===== src/hdl/fpsc_pkg.sv =====
// package: types and constants (Q16.16 word and fraction widths) for the frustum cull block
`timescale 1ns / 1ps
package fpsc_pkg;

    localparam int WORD_WIDTH_DEF = 32;
    localparam int FRAC_BITS      = 16;
    localparam int PLANE_COUNT    = 6;

    typedef enum logic [1:0] {
        FUNC_LOAD_PROJ = 2'd0,
        FUNC_LOAD_MV   = 2'd1,
        FUNC_EXTRACT   = 2'd2,
        FUNC_TEST      = 2'd3
    } t_func;

    typedef struct packed {
        logic [1:0]         func;
        logic [3:0]         elem_index;
        logic signed [31:0] elem_value;
        logic signed [31:0] center_x;
        logic signed [31:0] center_y;
        logic signed [31:0] center_z;
        logic [30:0]        radius;
        logic [30:0]        visible_ratio;
    } t_in_item;

    typedef struct packed {
        logic visible;
        logic planes_valid;
    } t_out_item;

    typedef enum logic [3:0] {
        ST_IDLE,
        ST_MM_MUL,
        ST_MM_ACC,
        ST_PL_FORM,
        ST_PL_SQ,
        ST_PL_SQRT,
        ST_PL_DIV,
        ST_PL_DSTEP,
        ST_T_ADJ,
        ST_T_MUL,
        ST_T_ACC,
        ST_T_CMP,
        ST_OUT
    } t_state;

endpackage


===== src/hdl/fpsc_divsqrt.sv =====
// bit-serial unit: integer square root or rounded fixed-point quotient
`timescale 1ns / 1ps
module fpsc_divsqrt #(
    parameter int W = fpsc_pkg::WORD_WIDTH_DEF
) (
    input  logic                i_clk,
    input  logic                i_rst_n,
    input  logic                i_start,
    input  logic                i_is_sqrt,
    input  logic [2*W+1:0]      i_rad,
    input  logic signed [W-1:0] i_num,
    input  logic [W+2:0]        i_den,
    output logic                o_done,
    output logic [W+2:0]        o_root,
    output logic signed [W-1:0] o_quot
);
    import fpsc_pkg::*;

    localparam int RB = W + 3;            // root bits
    localparam int QB = W + FRAC_BITS + 1; // quotient bits
    localparam int NB = W + FRAC_BITS;
    localparam int CW = $clog2(2*RB + QB + 2);

    logic          r_busy;
    logic          r_sqrt;
    logic [CW-1:0] r_cnt;
    logic [2*RB-1:0] r_rem;
    logic [2*RB-1:0] r_src;
    logic [RB-1:0] r_root;
    logic [QB-1:0] r_q;
    logic [NB-1:0] r_n;
    logic          r_neg;
    logic [RB-1:0] r_den;
    logic          r_done;

    logic [2*RB-1:0] w_trial;
    logic [2*RB-1:0] w_rs;
    logic [RB+1:0]   w_dr;
    logic [RB+1:0]   w_dsub;
    logic [RB+1:0]   w_rem_nx;
    logic            w_rflag;
    logic [QB:0]     w_qr;
    logic [QB:0]     w_lim;

    // one root bit or one quotient bit per cycle
    always_comb begin
        w_rs     = {r_rem[2*RB-3:0], r_src[2*RB-1 -: 2]};
        w_trial  = {{(RB-2){1'b0}}, r_root, 2'b01};
        w_dr     = {r_rem[RB:0], r_n[NB-1]};
        w_dsub   = w_dr - {2'b00, r_den};
        w_rem_nx = !w_dsub[RB+1] ? w_dsub : w_dr;
        // rounding flag: 2*rem >= den
        w_rflag  = ({w_rem_nx[RB:0], 1'b0} >= {2'b00, r_den});
        w_qr     = {1'b0, r_q} + {1'b0, {(QB-1){1'b0}}, r_rem[0]};
        w_lim    = r_neg ? ((QB+1)'(1) << (W-1)) : (((QB+1)'(1) << (W-1)) - 1'b1);
        if (w_qr > w_lim) w_qr = w_lim;
    end

    always_ff @(posedge i_clk) begin
        if (!i_rst_n) begin
            r_busy <= 1'b0;
            r_done <= 1'b0;
        end else begin
            r_done <= !i_start && r_busy && (r_cnt == CW'(1));
            if (i_start) begin
                r_busy <= 1'b1;
                r_sqrt <= i_is_sqrt;
                r_rem  <= '0;
                r_root <= '0;
                r_q    <= '0;
                r_src  <= (2*RB)'(i_rad);
                r_neg  <= i_num[W-1];
                r_n    <= {(i_num[W-1] ? W'(~i_num + 1'b1) : i_num), {FRAC_BITS{1'b0}}};
                r_den  <= i_den;
                r_cnt  <= i_is_sqrt ? CW'(RB) : CW'(NB + 1);
            end else if (r_busy) begin
                r_cnt <= r_cnt - 1'b1;
                if (r_sqrt) begin
                    r_src <= r_src << 2;
                    if (w_rs >= w_trial) begin
                        r_rem  <= w_rs - w_trial;
                        r_root <= {r_root[RB-2:0], 1'b1};
                    end else begin
                        r_rem  <= w_rs;
                        r_root <= {r_root[RB-2:0], 1'b0};
                    end
                    if (r_cnt == CW'(1)) begin
                        r_busy <= 1'b0;
                    end
                end else if (r_cnt == CW'(1)) begin
                    // round: rounding flag sits in rem[0]
                    r_q    <= w_qr[QB-1:0];
                    r_busy <= 1'b0;
                end else begin
                    r_n <= r_n << 1;
                    r_q <= {r_q[QB-2:0], !w_dsub[RB+1]};
                    // last quotient bit keeps only the rounding flag
                    if (r_cnt == CW'(2)) begin
                        r_rem <= (2*RB)'(w_rflag);
                    end else begin
                        r_rem <= (2*RB)'(w_rem_nx);
                    end
                end
            end
        end
    end

    assign o_done = r_done;
    assign o_root = r_root;
    assign o_quot = r_neg ? W'(~r_q + 1'b1) : W'(r_q);
endmodule


===== config.mk =====
export PLATFORM = sky130hd
export DESIGN_NAME = fpsc_divsqrt
export DESIGN_NICKNAME = d
export VERILOG_FILES = /design/src/hdl/fpsc_pkg.sv /design/src/hdl/fpsc_divsqrt.sv
export SDC_FILE = /design/constraint.sdc
export NUM_CORES = 1
export LEC_CHECK = 0
export ABC_AREA = 0
export BUFFER_PORTS_ARGS = -buffer_cell sky130_fd_sc_hd__buf_2
export CORE_MARGIN = 10
export CORE_UTILIZATION = 58
export DETAILED_ROUTE_END_ITERATION = 6
export HOLD_SLACK_MARGIN = 0.12
export MAX_ROUTING_LAYER = met4
export PLACE_DENSITY = 0.78
export SLEW_MARGIN = 5
export SYNTH_ARGS = -nofsm -noshare
export SYNTH_HDL_FRONTEND = slang
export SYNTH_SLANG_ARGS = --single-unit

===== constraint.sdc =====
create_clock -name i_clk -period 7.8 [get_ports i_clk]
set_input_delay 0 -clock i_clk [delete_from_list [all_inputs] [get_ports i_clk]]
set_output_delay 0 -clock i_clk [all_outputs]
set_load 0.005 [all_outputs]

After elaboration in Yosys (flattened, before gate mapping) --
Index checks and enable logic that the tools add are counted.
Operators by class: muxes and demuxes 29, $lt $le $gt $ge 3, bitwise gates (word level) 2, equal/unequal tests 5, add/subtract/negate cells 6, reductions and logical operators 12
Operator list (number):
- two-way mux 68 bit | 4
- two-way mux 49 bit | 4
- two-way mux 48 bit | 4
- two-way mux 70 bit | 2
- two-way mux 32 bit | 3
- two-way mux 37 bit | 2
- >= comparator 70 x 37 -> 1 bit | 1
- two-way mux 35 bit | 2
- subtractor 68 x 37 -> 68 bit | 1
- two-way mux 66 bit | 1
- adder 32 x 1 -> 32 bit (second input constant) | 2
- inverter 32 bit | 2
- adder 49 x 1 -> 50 bit | 1
- greater-than comparator 50 x 32 -> 1 bit | 1
- >= comparator 37 x 35 -> 1 bit | 1
- subtractor 37 x 35 -> 37 bit | 1
- two-way mux 7 bit | 2
- AND reduction 3 bit | 3
- == test 7 x 1 -> 1 bit (second input constant) | 1
- == test 7 x 2 -> 1 bit (second input constant) | 1
- subtractor 7 x 1 -> 7 bit (second input constant) | 1
- two-way mux 5 bit | 1
- two-way mux 1 bit | 4
- != test 2 bit (second input constant) | 2
- 6 further kinds | 10
Word-level totals: output and inout bits 68, bits in registers 316, bits of input ports 137

Longest topological paths before layout --
Gate-level depths: netlist of run 1.
word-level depth 7, depth in mapped cells 27, depth with buffers taken out 25

Least setup slack after synthesis of run 1 --
No wires, ideal clock.
kind input port to flip-flop, from input port i_start, to register r_root[0] (netlist: o_root[0]) (enable), required time 7.231 ns, arrival 5.241 ns, path slack 1.990 ns, cell stages on the path 4, setup time 0.569 ns, cells stage by stage clkbuf_1 > clkbuf_1 > o21ai_1 > nor2_1
Between the ends: cells in the longest elaborated chain, start to end 2, elaborated cells on any way between the ends 3, classes of those cells reduce/logical (3)
RTL lines:
- from (decl) | RTL line fpsc_divsqrt.sv:8 | input logic i_start,
- nonzero test 2 bit (no line)
- AND reduction 3 bit (no line) (*)
- to (signal assigned) | RTL line fpsc_divsqrt.sv:82 | r_root <= {r_root[RB-2:0], 1'b1};
- to (signal assigned) | RTL line fpsc_divsqrt.sv:85 | r_root <= {r_root[RB-2:0], 1'b0};
- to (decl) | RTL line fpsc_divsqrt.sv:29 | logic [RB-1:0] r_root;
Mark *: on every way between the ends. The rest lies on a longest branch, timed or not. A chain may end at the register's enable or synchronous reset.

Worst setup path in the final report of run 1 --
from register r_n[47], to register r_rem[0] (data pin)
Between the ends: cells in the longest elaborated chain, start to end 7
RTL lines:
- from (decl) | RTL line fpsc_divsqrt.sv:31 | logic [NB-1:0] r_n;
- from (signal assigned) | RTL line fpsc_divsqrt.sv:73 | r_n <= {(i_num[W-1] ? W'(~i_num + 1'b1) : i_num), {FRAC_BITS{1'b0}}};
- from (signal assigned) | RTL line fpsc_divsqrt.sv:95 | r_n <= r_n << 1;
- subtractor 37 x 35 -> 37 bit | RTL line fpsc_divsqrt.sv:50 | w_dsub = w_dr - {2'b00, r_den};
- two-way mux 37 bit (*) | RTL line fpsc_divsqrt.sv:51 | w_rem_nx = !w_dsub[RB+1] ? w_dsub : w_dr;
- >= comparator 37 x 35 -> 1 bit | RTL line fpsc_divsqrt.sv:53 | w_rflag = ({w_rem_nx[RB:0], 1'b0} >= {2'b00, r_den});
- two-way mux 37 bit (*) | RTL line fpsc_divsqrt.sv:98 | if (r_cnt == CW'(2)) begin
- two-way mux 68 bit (*) | RTL line fpsc_divsqrt.sv:90 | end else if (r_cnt == CW'(1)) begin
- two-way mux 68 bit (*) | RTL line fpsc_divsqrt.sv:78 | if (r_sqrt) begin
- two-way mux 68 bit (*) | RTL line fpsc_divsqrt.sv:76 | end else if (r_busy) begin
- to (signal assigned) | RTL line fpsc_divsqrt.sv:81 | r_rem <= w_rs - w_trial;
- to (signal assigned) | RTL line fpsc_divsqrt.sv:99 | r_rem <= (2*RB)'(w_rflag);
- to (signal assigned) | RTL line fpsc_divsqrt.sv:101 | r_rem <= (2*RB)'(w_rem_nx);
- to (decl) | RTL line fpsc_divsqrt.sv:27 | logic [2*RB-1:0] r_rem;
Mark *: on every way between the ends. The rest lies on a longest branch, timed or not. The select of a mux whose other input is x is not followed.

==> key figures, run 1 <==
Synthesis
  – Post-synthesis instance total: 2066
  – Synth top area cells: edfxtp_1, ha_1, mux2_2, xnor2_1, nor2_1
  – Commonest cells in the netlist: edfxtp_1, nor2_1, ha_1
  – Async set-reset flop share out of synthesis: 0%
  – Synthesis Warnings: 0
  – Register bit count reported by yosys: 300
  – Synthesized area per cell: roughly 10 µm²
  – Post-synth top area cell: edfxtp_1
  – Seq/Total Area, Yosys: a little over two fifths
  – Main synth FF type: edfxtp_1
  – Yosys top cell area share: a little over two fifths
  – Post-Syn Area: about 0.021 mm²
  – Post-synth EDFFs: slightly below 300
  – Distinct cells, synth: 87
  – Count leader, synth: edfxtp_1
  – Mapped Nets: approximately 2400

GRT
  – GRT met3 Usage: 3.72%
  – Largest net degree at the start of global routing: 104
  – Initial antenna violation count: 8
  – Grt total ovfl: 0
  – First-pass GRT wire length: between 90 and 100 mm
  – Met1 usage: between 30 and 40%
  – GRT Overall Usage: roughly a quarter
  – Met2 GRT Util: a little over two fifths
  – Vias in the first global route: around 17000
  – Gr busiest metal: met2

Place
  – Routability-driven placement congestion ratio: slightly above 0.9
  – I/O Buffers: 204
  – Dpl hpwl: 38.3 mm
  – Cell Count Post-Placement: 2634

Die
  – DIE AREA: approximately 0.044 mm²
  – Row count: a little under 70
  – Core area: between 0.03 and 0.04 mm²
  – IO Count: between 200 and 250
  – Initial Utilization: 59.1%
  – DIE WIDTH: approximately 210 µm
  – Die Span Y: around 210 µm

Critical path
  – Worst Reg-to-Reg Cells: 26
  – Crit path required time: a little over 8 ns
  – Nature of the critical path endpoint: flop
  – Critical path arrival: approximately 6.7 ns
  – Slowest-stage cell, CP: a221oi_1
  – Worst setup SP type: flop
  – CP max FO: 38
  – Cell repeated most along the worst path: ha_1
  – CP peak stage delay: around 0.46 ns
  – WS Path Type: reg -> reg

STA
  – Endpoints failing setup: 0
  – Final period utilization: about four fifths
  – RSZ-0062 raised after global routing: no
  – Final Hold Vio Count: 0
  – Slew margin rel.: 18.8%
  – Maximum clock rate: about 160 MHz
  – Min Tclk post-route: between 6 and 7 ns
  – Final clock skew: 0.0269 ns
  – Setup TNS: 0 ns
  – Slew Limit Fails: 0
  – Worst-Margin Slew: roughly 1.2 ns

Routing
  – Vias: approximately 18000
  – Via density: 6.15
  – Drt total wl: ~57 mm
  – # DRC: 0
  – Final ANT Viol Nets: 0
  – Detailed Routing Iterations Pass 1: 5
  – Wire length per cell: 20.1 µm
  – First DRT Iteration DRCs: approximately 1500

Power
  – Leak pwr: approximately 0.01 µW
  – Reg power frac: around two fifths
  – Sw Share: around 30%
  – Comb pwr share: between 20% and 30%
  – Clock share of power: between 30 and 40%
  – Worst vdd ir: around 0.00022 V
  – Cell internal pwr: ~3500 µW
  – Total power divided by cell area: 204 mW/mm²
  – NetSw: between 1500 and 2000 µW

Outcome
  – Outcome: completed

Clock tree
  – Worst-path clk slew: ~0.060 ns
  – CTS tree: built
  – Later-pin clock latency in the skew report: ~0.57 ns
  – Max Root-Sink Buffers: 3
  – CTS H-tree lvls: 2
  – Clock Sinks: 300
  – Root Driver: clkbuf_16
  – Postcts setup bufs: 0
  – Num CTS Buffers: 36

Cells and area
  – Final nets: around 2600
  – Layout area overhead: 17.9%
  – Layout cell share with drive strength beyond 1: roughly 17%
  – Fill cells: between 2000 and 3000
  – Cell Count, Final, Fillers Out: 2855

Hold path
  – WHS Path Cells: 2
  – Hold WC Path Type: in -> reg

Flow run
  – Max_cap viols: 0
metal layers:
metal / routed length [µm] / vias to the layer above
li1: - / 8303
met4: 1540 / 0
met3: 3600 / 112
met5: 0 / -
met2: 28400 / 682
met1: 23800 / 8457
final cells by class:
class                           instances  area [µm²]  area share, %
Clock inverter                         16         205          0.824
Tap cell                              461         577           2.32
Inverter                              104         390           1.57
Clock buffer                           45         956           3.84
Antenna cell                            8        20.0         0.0804
Sequential cell                       300        8990           36.1
Multi-Input combinational cell       1551       11100           44.6
Timing Repair Buffer                  370        2650           10.7
per-stage QoR:
| step | util [%] | hold slack, ns | worst slack (ns) | total power [µW] | area, µm² |
|---|---|---|---|---|---|
| after CTS | 69.6 | 0.127 | 1.45 | 5060 | 24900 |
| after floorplan | - | 0.0989 | 1.99 | 2970 | 21100 |
| after global placement | 62.1 | 0.177 | 1.68 | 3270 | 22200 |
| final | 69.6 | 0.164 | 1.45 | 5080 | 24900 |
| after global routing | 69.6 | 0.156 | 0.978 | 5320 | 24900 |
| after detailed placement | 62.1 | 0.178 | 1.49 | 3300 | 22200 |
power by group through the flow:
stage | Combinational, µW | Clock (µW) | Sequential [µW]
after CTS | 1340 | 1710 | 2000
after floorplan | 966 | 0 | 2010
after global routing | 1510 | 1790 | 2020
final | 1370 | 1700 | 2010
after detailed placement | 1260 | 0 | 2040
after global placement | 1230 | 0 | 2030
flip-flops by register name, indices dropped and copies added (netlist names):
name,flops
r_src,70
r_rem,68
r_q,49
o_root,35
r_den,35
r_n,32
r_cnt,7
o_done,1
r_busy,1
r_neg,1
r_sqrt,1
worst paths after layout:
| check | start | end | slack (ns) |
|---|---|---|---|
| worst max-delay path | r_n[47] | r_rem[0] | 1.45 |
| worst min-delay path | i_den[34] | r_den[34] | 0.16 |
| worst max register to register | r_n[47] | r_rem[0] | 1.45 |
| worst min register to register | r_busy | o_done | 0.48 |
cell usage in the layout (no fill, tap or decap), drive strengths merged, types with 47 or more instances in the layout:
| cell type | count |
|---|---|
| edfxtp | 298 |
| buf | 218 |
| nor2 | 187 |
| dlygate4sd3 | 152 |
| ha | 146 |
| nand2 | 132 |
| a21oi | 132 |
| xnor2 | 113 |
| inv | 105 |
| o21ai | 96 |
| mux2 | 91 |
| xor2 | 74 |
| nor3 | 63 |
| nand3 | 47 |
cells by family after synthesis:
| family | Yosys count | share of synthesized area (%) |
|---|---|---|
| compound gates | 467 | 14.7 |
| xor+xnor | 187 | 7.76 |
| fa+ha+maj | 147 | 8.75 |
| buf+inv | 215 | 5.11 |
| flops | 300 | 42.6 |
| mux | 113 | 5.90 |
| simple gates | 637 | 15.2 |
critical path: cells and delay by family, from the launching register on:
| family | cells | cell delay (ns) |
|---|---|---|
| buffers and inverters | 4 | 1.00 |
| AOI/OAI and AO/OA | 13 | 2.75 |
| adders and majority gates | 4 | 1.14 |
| muxes | 1 | 0.31 |
| and+or+nand+nor | 4 | 0.52 |
| DFF | 1 | 0.36 |
repair_timing:
action,4_1_cts,5_1_grt
resized for setup,0,0
hold endpoints to repair,168,0
hold buffers,152,0
(Power assumes the default switching activity.)
==> run 2, diff against run 1 <==
Settings changed: ABC_AREA 0 to 1, CORE_UTILIZATION 58 to 56, PLACE_DENSITY 0.78 to 0.79.
Clock period 7.8 ns to 5.55 ns, I/O delays scaled along.
==> run 2 against run 1 <==
  * Sequential share of layout area shrank 3.8 points
  * Cell count grew 43%
  * Largest cell class unchanged
  * Critical path depth grew 4
  * Global-route usage grew 7.1 points
  * Clock-buffer cell count shrank 5
  * Flip-flop and latch count is the same
  * Clock power grew 36%
  * Utilization shrank 1.9 points
==> key figures, run 2 <==
Clock tree
  – Max Root-Sink Buffers: 3 (unchanged)
  – CTS H-tree lvls: 2 (unchanged)
  – Root Driver: clkbuf_16
  – Later-pin clock latency in the skew report: 0.60 ns (+0.03 ns)
  – Clock Sinks: 300 (unchanged)
  – Num CTS Buffers: 36 (unchanged)
  – CTS tree: built
  – Postcts setup bufs: 0 (unchanged)
  – Worst-path clk slew: 0.06 ns (about the same)

Die
  – Die Span Y: 224 µm (+6.5%)
  – Initial Utilization: 56.9% (-2.2 points)
  – Core area: 0.0411 mm² (+15%)
  – IO Count: 205 (unchanged)
  – DIE AREA: 0.0504 mm² (+13%)
  – Row count: 74 (+7.2%)
  – DIE WIDTH: 224 µm (+6.5%)

STA
  – Final period utilization: 91.3% (+9.9 points)
  – Slew Limit Fails: 0 (unchanged)
  – RSZ-0062 raised after global routing: no
  – Worst-Margin Slew: 1.11 ns (-0.105 ns)
  – Setup TNS: 0 ns (unchanged)
  – Final Hold Vio Count: 0 (unchanged)
  – Maximum clock rate: 197 MHz (+25%)
  – Slew margin rel.: 26.0% (+7.2 points)
  – Min Tclk post-route: 5.07 ns (-1.28 ns)
  – Final clock skew: 0.0391 ns (+0.0122 ns)
  – Endpoints failing setup: 0 (unchanged)

Cells and area
  – Most common cell after layout, fill and taps aside: nand2_1
  – Final nets: 3818 (+44%)
  – Cell Count, Final, Fillers Out: 4096 (+43%)
  – Max reg flops: 70 (unchanged)
  – Top flop regs: r_src x70, r_rem x68, r_q x49
  – Most frequent cells in the layout: nand2_1, nor2_1, inv_1
  – Layout area overhead: 19.0%
  – Layout cell share with drive strength beyond 1: 9.05% (-7.7 points)
  – Fill cells: 3335 (+27%)
  – Top reg by flops: r_src

Critical path
  – Slowest-stage cell, CP: fa_1
  – CP max FO: 18 (-53%)
  – Critical path arrival: 5.38 ns (-1.27 ns)
  – CP peak stage delay: 0.46 ns (about the same)
  – Cell repeated most along the worst path: nand2_1
  – Nature of the critical path endpoint: flop
  – WS Path Type: reg -> reg
  – Worst setup SP type: flop
  – Crit path required time: 5.86 ns (-2.24 ns)

GRT
  – First-pass GRT wire length: 129 mm (+41%)
  – Largest net degree at the start of global routing: 85 (-18%)
  – Initial antenna violation count: 5 (-3)
  – Vias in the first global route: 23447 (+35%)
  – Grt total ovfl: 0 (unchanged)
  – GRT Overall Usage: 33.2% (+7.1 points)

Synthesis
  – Register bit count reported by yosys: 300 (unchanged)
  – Async set-reset flop share out of synthesis: 0% (unchanged)
  – Post-Syn Area: 0.0234 mm² (+11%)
  – Mapped Nets: 3464 (+47%)
  – Post-synthesis instance total: 3180 (+54%)
  – Synthesis Warnings: 0 (unchanged)
  – Count leader, synth: nand2_1
  – Distinct cells, synth: 47 (-46%)
  – Commonest cells in the netlist: nand2_1, nor2_1, inv_1
  – Main synth FF type: edfxtp_1
  – Post-synth EDFFs: 298 (unchanged)
  – Seq/Total Area, Yosys: 38.4% (-4.2 points)
  – Synth top area cells: edfxtp_1, nand2_1, ha_1, nor2_1, inv_1
  – Post-synth top area cell: edfxtp_1
  – Synthesized area per cell: 7.36 µm² (-28%)
  – Yosys top cell area share: 38.2% (-4.1 points)

Place
  – Routability-driven placement congestion ratio: 1.01 (+8.9%)
  – Dpl hpwl: 59.7 mm (+56%)
  – I/O Buffers: 204 (unchanged)
  – Cell Count Post-Placement: 3850 (+46%)

Power
  – Worst vdd ir: 0.000268 V (+23%)
  – Total power divided by cell area: 264 mW/mm² (+30%)
  – Leak pwr: 0.0122 µW (+24%)

Routing
  – Wire length per cell: 20.3 µm (+0.91%)
  – Drt total wl: 83.0 mm (+45%)
  – First DRT Iteration DRCs: 2797 (+90%)
  – Final ANT Viol Nets: 0 (unchanged)
  – Vias: 24223 (+38%)
  – Detailed Routing Iterations Pass 1: 7 (+2)
  – Via density: 5.91 (-3.8%)
  – # DRC: 0 (unchanged)

Flow run
  – Max_cap viols: 0 (unchanged)

Hold path
  – Hold WC Path Type: in -> reg

Outcome
  – Outcome: completed
run 2: cell types whose count changed after synthesis, sizes merged, moves of 34 or more:
cell   previous run  this run
nand3            47       136
a221o            34         0
mux2             91         0
nand2           132       820
nor2            187       482
a21oi           132       208
o21ai            96       210
nand4            40        75
xnor2           113        64
inv             103       383
run 2: worst paths after layout:
check	slack, ns	from	to	cells after the start
worst max-delay path	0.48	r_n[47]	r_rem[0]	30
worst min register to register	0.50	r_busy	o_done	1
worst min-delay path	0.14	i_den[32]	r_den[32]	2
worst max register to register	0.48	r_n[47]	r_rem[0]	30
run 2: cells by family (layout without fill, tap and decap cells):
family / Yosys count / after routing / synth area share (%)
AO/OA/AOI/OAI: 511 / 511 / 11.8
XOR/XNOR: 166 / 166 / 6.21
adder cells (fa/ha/maj): 147 / 147 / 7.89
buffers and inverters: 475 / 854 / 7.90
flip-flops: 300 / 300 / 38.4
other: 0 / 5 / 0
AND/OR/NAND/NOR: 1581 / 1581 / 27.8
run 2: timing repair:
action                                  CTS  global route
hold buffers                            178             0
endpoints found under the setup margin    0             1
gates resized for setup                   0             4
endpoints found under the hold margin   178             0
run 2: cell type report:
| type | count | area [µm²] | share of cell area, % |
|---|---|---|---|
| inverters | 384 | 1440 | 5.18 |
| well taps | 532 | 666 | 2.39 |
| multi-input cells | 2405 | 12600 | 45.2 |
| flip-flops and latches | 300 | 8990 | 32.3 |
| repair buffers | 407 | 3010 | 10.8 |
| clock inverters | 23 | 216 | 0.777 |
| diodes | 5 | 12.5 | 0.0449 |
| clock buffers | 40 | 916 | 3.29 |
run 2: critical path, delay by kind of cell, from the launching register on:
kind            cells  cell delay (ns)
compound gates      9             1.29
fa+ha+maj           4             1.27
buf+inv             4             0.68
flops               1             0.39
simple gates       13             1.15
run 2: through the flow:
step | total power (µW) | util [%] | hold WS, ns | setup slack, ns | area, µm²
final | 7360 | 67.7 | 0.144 | 0.483 | 27800
after global routing | 7690 | 67.7 | 0.145 | 0.0286 | 27800
after CTS | 7280 | 67.7 | 0.121 | 0.352 | 27800
after detailed placement | 4890 | 60.6 | 0.179 | 0.390 | 24900
after global placement | 4850 | 60.6 | 0.177 | 0.571 | 24900
after floorplan | 4230 | - | 0.0989 | 0.0994 | 23400
run 2: power by group:
part	internal, µW	total, µW	switching, µW
logic	800	2210	1410
clock network	1260	2310	1050
registers	2700	2840	148
run 2: layer usage:
metal	routed length (µm)	track usage [%]	vias to the layer above
met1	34700	43.1	11368
met4	3140	12.3	0
met5	0	-	-
met2	37900	51.7	1348
li1	-	-	11241
met3	7240	5.50	266
